**src/dmip_pkg.sv**
```systemverilog
`default_nettype none
package dmip_pkg;

    localparam int DUTY_MAX  = 10000;
    localparam int HALF_DUTY = 5000;

    localparam logic [15:0] PROP_GAIN_RST     = 16'd0;
    localparam logic [15:0] INTEGRAL_GAIN_RST = 16'd1280;
    localparam logic [14:0] OUTPUT_LIMIT_RST  = 15'd11500;

    typedef enum logic [1:0] {
        REG_PROP_GAIN     = 2'd0,
        REG_INTEGRAL_GAIN = 2'd1,
        REG_OUTPUT_LIMIT  = 2'd2
    } cfg_reg_t;

    // Drive clamped to +/- DUTY_MAX, then halved toward zero.
    function automatic logic signed [17:0] drive_half(input logic signed [15:0] drive);
        logic signed [17:0] lim;
        logic signed [17:0] d;
        lim = 18'(DUTY_MAX);
        d   = 18'(drive);
        if (d > lim) begin
            d = lim;
        end else if (d < -lim) begin
            d = -lim;
        end
        return (d + $signed({17'd0, d < 0})) >>> 1;
    endfunction

    function automatic logic [13:0] duty_a(input logic signed [15:0] drive);
        logic signed [18:0] t;
        t = 19'(HALF_DUTY) - 19'(drive_half(drive));
        return t[13:0];
    endfunction

    function automatic logic [13:0] duty_b(input logic signed [15:0] drive);
        logic signed [18:0] t;
        t = 19'(HALF_DUTY) + 19'(drive_half(drive));
        return t[13:0];
    endfunction

endpackage
`default_nettype wire

```
**src/dual_motor_incremental_pi_top.sv**
```systemverilog
// Two-lane incremental PI speed controller with complementary H-bridge duties.
// Each accepted item (targets and encoder counts for both motors, the right
// count taken as mirrored) yields one result: the clamped PI output of each
// motor and its two leg duties. The block takes one item every clock cycle
// while the result is not stalled; an item lands in the input register, and
// the PI step (two multiplies per lane, the Q8.8 scale with truncation toward
// zero and the output clamp) is combinational between that register and the
// result register. Each lane's error and output are updated as the item
// enters the result register, so the next item steps on from them as soon as
// it advances. Gains and the output limit are to be written through the cfg_
// port by the user only while no item is in flight; the block does not enforce
// it. Reset restores kp 0, ki 5.0 and limit 11500 and clears both lanes.
`default_nettype none
module dual_motor_incremental_pi_top
    import dmip_pkg::*;
(
    input  wire logic               aclk,
    input  wire logic               aresetn,

    input  wire logic               cfg_wr_en,
    input  wire logic [1:0]         cfg_index,
    input  wire logic [15:0]        cfg_wr_data,

    input  wire logic               s_valid,
    output logic                    s_ready,
    input  wire logic signed [15:0] s_left_target,
    input  wire logic signed [15:0] s_right_target,
    input  wire logic signed [15:0] s_left_count,
    input  wire logic signed [15:0] s_right_count,

    output logic                    m_valid,
    input  wire logic               m_ready,
    output logic signed [15:0]      m_left_drive,
    output logic signed [15:0]      m_right_drive,
    output logic [13:0]             m_left_duty_a,
    output logic [13:0]             m_left_duty_b,
    output logic [13:0]             m_right_duty_a,
    output logic [13:0]             m_right_duty_b
);

    // configuration
    logic [15:0] prop_gain_reg, prop_gain_next;
    logic [15:0] integral_gain_reg, integral_gain_next;
    logic [14:0] output_limit_reg, output_limit_next;

    // input stage
    logic               in_valid_reg, in_valid_next;
    logic signed [15:0] in_target_reg [2];
    logic signed [15:0] in_target_next [2];
    logic signed [15:0] in_count_reg [2];
    logic signed [15:0] in_count_next [2];

    // result stage; the drive registers double as each lane's last output
    logic               out_valid_reg, out_valid_next;
    logic signed [15:0] drive_reg [2];
    logic signed [15:0] drive_next [2];
    logic signed [17:0] last_err_reg [2];
    logic signed [17:0] last_err_next [2];

    logic accept_in;
    logic advance;

    logic signed [17:0] err [2];
    logic signed [17:0] derr [2];
    logic signed [34:0] prod_p [2];
    logic signed [34:0] prod_i [2];
    logic signed [35:0] sum [2];
    logic signed [27:0] delta [2];
    logic signed [28:0] raw_out [2];
    logic signed [28:0] lim;
    logic signed [15:0] new_out [2];

    assign advance   = in_valid_reg && (!out_valid_reg || m_ready);
    assign s_ready   = !in_valid_reg || advance;
    assign accept_in = s_valid && s_ready;

    always_comb begin
        prop_gain_next     = prop_gain_reg;
        integral_gain_next = integral_gain_reg;
        output_limit_next  = output_limit_reg;
        if (cfg_wr_en) begin
            case (cfg_index)
                REG_PROP_GAIN:     prop_gain_next     = cfg_wr_data;
                REG_INTEGRAL_GAIN: integral_gain_next = cfg_wr_data;
                REG_OUTPUT_LIMIT:  output_limit_next  = cfg_wr_data[14:0];
                default: ;
            endcase
        end
    end

    // PI step per lane
    always_comb begin
        lim = $signed({14'd0, output_limit_reg});
        // right encoder is mirrored: error = target + raw count
        err[0] = 18'(in_target_reg[0]) - 18'(in_count_reg[0]);
        err[1] = 18'(in_target_reg[1]) + 18'(in_count_reg[1]);
        for (int i = 0; i < 2; i++) begin
            derr[i]   = err[i] - last_err_reg[i];
            prod_p[i] = $signed({1'b0, prop_gain_reg}) * derr[i];
            prod_i[i] = $signed({1'b0, integral_gain_reg}) * err[i];
            sum[i]    = 36'(prod_p[i]) + 36'(prod_i[i]);
            // divide by 256, truncating toward zero
            delta[i]  = 28'(sum[i] >>> 8)
                      + 28'(sum[i][35] && (sum[i][7:0] != 8'd0));
            raw_out[i] = 29'(drive_reg[i]) + 29'(delta[i]);
            if (raw_out[i] > lim) begin
                new_out[i] = lim[15:0];
            end else if (raw_out[i] < -lim) begin
                new_out[i] = 16'(-lim);
            end else begin
                new_out[i] = raw_out[i][15:0];
            end
        end
    end

    always_comb begin
        in_valid_next  = in_valid_reg;
        out_valid_next = out_valid_reg;
        in_target_next = in_target_reg;
        in_count_next  = in_count_reg;
        drive_next     = drive_reg;
        last_err_next  = last_err_reg;
        if (advance) begin
            in_valid_next = 1'b0;
            out_valid_next = 1'b1;
            drive_next    = new_out;
            last_err_next = err;
        end else if (m_ready) begin
            out_valid_next = 1'b0;
        end
        if (accept_in) begin
            in_valid_next    = 1'b1;
            in_target_next[0] = s_left_target;
            in_target_next[1] = s_right_target;
            in_count_next[0]  = s_left_count;
            in_count_next[1]  = s_right_count;
        end
    end

    always_ff @(posedge aclk) begin
        if (!aresetn) begin
            prop_gain_reg     <= PROP_GAIN_RST;
            integral_gain_reg <= INTEGRAL_GAIN_RST;
            output_limit_reg  <= OUTPUT_LIMIT_RST;
            in_valid_reg      <= 1'b0;
            out_valid_reg     <= 1'b0;
            drive_reg[0]      <= '0;
            drive_reg[1]      <= '0;
            last_err_reg[0]   <= '0;
            last_err_reg[1]   <= '0;
        end else begin
            prop_gain_reg     <= prop_gain_next;
            integral_gain_reg <= integral_gain_next;
            output_limit_reg  <= output_limit_next;
            in_valid_reg      <= in_valid_next;
            out_valid_reg     <= out_valid_next;
            drive_reg         <= drive_next;
            last_err_reg      <= last_err_next;
        end
    end

    always_ff @(posedge aclk) begin
        in_target_reg <= in_target_next;
        in_count_reg  <= in_count_next;
    end

    assign m_valid        = out_valid_reg;
    assign m_left_drive   = drive_reg[0];
    assign m_right_drive  = drive_reg[1];
    assign m_left_duty_a  = duty_a(drive_reg[0]);
    assign m_left_duty_b  = duty_b(drive_reg[0]);
    assign m_right_duty_a = duty_a(drive_reg[1]);
    assign m_right_duty_b = duty_b(drive_reg[1]);

endmodule
`default_nettype wire

```
**config.mk**
```make
export PLATFORM = sky130hd
export DESIGN_NAME = dual_motor_incremental_pi_top
export DESIGN_NICKNAME = d
export VERILOG_FILES = /design/src/dmip_pkg.sv /design/src/dual_motor_incremental_pi_top.sv
export SDC_FILE = /design/constraint.sdc
export NUM_CORES = 2
export LEC_CHECK = 0
export ABC_AREA = 1
export BUFFER_PORTS_ARGS = -buffer_cell sky130_fd_sc_hd__buf_2
export CORE_UTILIZATION = 45
export CTS_CLUSTER_SIZE = 14
export DETAILED_ROUTE_END_ITERATION = 6
export GPL_ROUTABILITY_DRIVEN = 0
export PLACE_DENSITY = 0.7
export SLEW_MARGIN = 20
export SYNTH_ARGS = -nofsm -noshare
export SYNTH_HDL_FRONTEND = slang
export SYNTH_SLANG_ARGS = --single-unit
```
**constraint.sdc**
```tcl
create_clock -name aclk -period 17.25 [get_ports aclk]
set_clock_uncertainty 0.15 [all_clocks]
set_input_delay 3.45 -clock aclk [delete_from_list [all_inputs] [get_ports aclk]]
set_output_delay 3.45 -clock aclk [all_outputs]
set_load 0.05 [all_outputs]
```
==> implementation parameters <==
Parameter                              Value

Status
  Run status ... complete, but fails checks
  Failing checks ... DRC

STA
  Final Cycle Share ... 92.33%
  Total negative setup slack ... 0 ns
  Upper clock frequency limit ... approximately 0.063 GHz
  Worst rel slew slack ... 21.44%
  Final critical path time including I/O delays and setup ... 15.93 ns
  Final Setup Violations ... 0
  RSZ-0062 raised after global routing ... no
  Pins over their slew limit ... 0
  Count of endpoints failing hold in the final timing report ... 0
  Slew of the pin with the lowest slew margin ... 1.177 ns

Clocking
  Clk pin slew, worst setup/hold paths ... roughly 0.08 ns
  Number of H-tree levels ... 4
  CTS tree ... done
  Clock sinks ... 179
  Number of buffers inserted during clock tree synthesis ... 17
  Number of buffers inserted by post-CTS setup repair ... 0
  CTS Hold Buffers Added ... 0
  Resized Gates After CTS ... 0
  Worst-case clock buffer depth ... 2
  CTS Root Cell ... sky130_fd_sc_hd__clkbuf_16
  Later-pin clock latency in the skew report ... 0.54 ns

Layout
  Multi-input logic area ... 48,660 um^2
  Flip-flop and latch area ... 4224 um^2
  P&R area growth vs syn ... 5.540%
  Number of flip-flops in the largest register ... 34
  Antenna cells ... 0
  Final net count ... 10,090
  Count of fill cells added during filler insertion ... around 13,000
  Layout cells sized above 1 ... 5.500%

Detailed routing
  Average wire per cell in the routed design ... 18.94 um
  Total length of routed wires ... between 150 and 200 mm
  Total iterations of the first detailed-routing run ... 7
  Final ANT Viol Nets ... 0
  Count of unresolved DRC violations after routing ... 1
  Count of vias placed by the detailed router ... 53,920
  Iteration-0 DRC Markers ... between 4,000 and 5,000
  Via density ... roughly 5.4

Worst setup path
  Path type of the worst setup path ... flop to flop
  Critical path data required time ... 17.55 ns
  CP Capture Type ... flop
  Longest individual stage delay on the worst path ... 0.54 ns
  Crit path max fanout ... 27
  Critical path startpoint category ... flop
  Critical-path cell with the highest stage delay ... sky130_fd_sc_hd__fa_1
  Library cell appearing most often on the critical path ... sky130_fd_sc_hd__inv_1
  Arrival time at the worst endpoint ... 16.23 ns
  R2R depth ... 78

Floorplan
  Die height ... 372.2 um
  Width of the chip ... 372.2 um
  Initial core utilization ... between 40% and 50%
  Total number of placement rows ... 135
  Die area ... 138,500 um^2
  Area of the core ... 135,600 um^2
  Num ports ... 177

Yosys
  Cell area after technology mapping ... just over 60,000 um^2
  Count of mapped cells out of synthesis ... 8,210
  Main flop type after synthesis ... sky130_fd_sc_hd__dfxtp_1
  Mean instance size in the synthesized netlist ... 7.512 um^2
  Synthesized net count ... 10,040
  Cell variety after synth ... 59
  Post-synth EDFFs ... 64
  Number of synthesized register bits ... 179
  Ys Warns ... 0
  Proportion of synthesized chip area in sequential cells ... 6.849%
  Post-synth ARST share ... 0%

GRT
  Antenna violations before repair ... 0
  Via count of the first global-routing pass ... between 50,000 and 60,000
  First-pass GRT wire length ... 299.8 mm
  Leftover overflow at the end of global routing ... 0
  GRT Util Overall ... 28.09%
  Pin count of the biggest net entering global routing ... 73

Min path
  Cell depth of the worst min-delay path ... 2
  Class of the tightest hold or removal check ... flop to flop

Placed design
  Detail Placement HPWL ... 160.8 mm
  Count of input and output buffers ... approximately 180

Flow run
  Max-Cap Viols ... 0
-- cell usage in the layout (no fill, tap or decap), types with 120 or more instances in the layout --
master	Yosys	final
sky130_fd_sc_hd__a21oi_1	332	332
sky130_fd_sc_hd__nor2_1	889	887
sky130_fd_sc_hd__nand3_1	298	298
sky130_fd_sc_hd__xor2_1	121	120
sky130_fd_sc_hd__o21ai_0	204	204
sky130_fd_sc_hd__fa_1	1144	1144
sky130_fd_sc_hd__nand2_1	1635	1632
sky130_fd_sc_hd__inv_1	2062	2060
sky130_fd_sc_hd__buf_2	13	176
sky130_fd_sc_hd__ha_1	597	597
-- synthesized netlist by cell type, drive strengths merged, types with 2 or more instances --
master | n | area (um^2)
nand2 | 1658 | 6291
nor4 | 5 | 31.28
clkinv | 21 | 78.83
o211ai | 21 | 162.6
dfxtp | 115 | 2302
xor2 | 129 | 1190
a21oi | 334 | 1679
xnor2 | 51 | 454.2
nand3 | 313 | 1657
nand3b | 14 | 105.1
o221ai | 3 | 26.28
or2 | 41 | 256.5
inv | 2076 | 7792
edfxtp | 64 | 1922
fa | 1144 | 22900
o21ai | 231 | 1216
a21o | 15 | 112.6
nor3 | 58 | 349.1
and2 | 5 | 31.28
nor2 | 918 | 3528
ha | 597 | 7470
nand4 | 93 | 606.8
clkbuf | 183 | 686.9
o2111ai | 2 | 17.52
a21boi | 6 | 45.05
buf | 44 | 267.8
and3 | 4 | 25.02
a31oi | 26 | 162.7
o21a | 4 | 30.03
o21bai | 28 | 210.2
-- critical path: cells and delay by family, from the launching register on --
family	cells	cell delay (ns)
adders and majority gates	14	5.99
and+or+nand+nor	30	4.36
AOI/OAI and AO/OA	15	2.59
buffers and inverters	17	1.78
xor gates and xnor gates	2	0.54
DFF	1	0.37
-- through the flow --
| stage | std cells | hold WS (ns) | cell area, um^2 | util, % | setup WS [ns] |
|---|---|---|---|---|---|
| after detailed placement | 10020 | 0.3406 | 64440 | 47.51 | 1.097 |
| after global routing | 10050 | 0.3808 | 65090 | 47.99 | 0.05282 |
| after global placement | 10020 | 0.3369 | 64440 | 47.51 | 1.676 |
| after CTS | 10050 | 0.3531 | 65060 | 47.97 | 1.016 |
| after floorplan | 8210 | 0.2964 | 61680 | - | 2.746 |
| final | 10050 | 0.3542 | 65090 | 47.99 | 1.323 |
-- area by class of cell --
type / count / area share [%]
well taps: 1781 / 3.423
repair buffers: 257 / 2.287
inverters: 2097 / 12.09
multi-input cells: 5707 / 74.76
clock buffers: 17 / 0.6535
flip-flops and latches: 179 / 6.489
clock inverters: 15 / 0.2960
-- metal layers --
metal	GRT usage, %	up-vias	share of wire [%]
met5	0	-	0
met4	16.78	0	6.9
met3	5.381	597	9.6
met2	45.65	2635	45
met1	34.57	26170	38
li1	-	24520	-
-- kinds of logic (layout without fill, tap and decap cells) --
logic type	count (synthesis)	in the layout	share of synthesized area (%)
compound gates	677	677	6.046
simple gates	3109	3109	20.89
xor+xnor	180	180	2.666
flops	179	179	6.849
fa+ha+maj	1741	1741	49.24
buf+inv	2324	2386	14.31
-- path summary, 6_finish.rpt --
path,to,slack [ns],from
setup / recovery,m_left_drive[10]$_SDFFE_PN0P_,1.32,in_target_reg[22]$_DFFE_PP_
hold / removal,m_left_drive[13]$_SDFFE_PN0P_,0.35,output_limit_reg[13]$_SDFFE_PN1P_
setup reg to reg,m_left_drive[10]$_SDFFE_PN0P_,1.32,in_target_reg[22]$_DFFE_PP_
hold reg to reg,m_left_drive[13]$_SDFFE_PN0P_,0.35,output_limit_reg[13]$_SDFFE_PN1P_
Power is left out: the tool's default activity adds up to more than one toggle a clock period on the data nets, which glitch-free logic cannot reach.
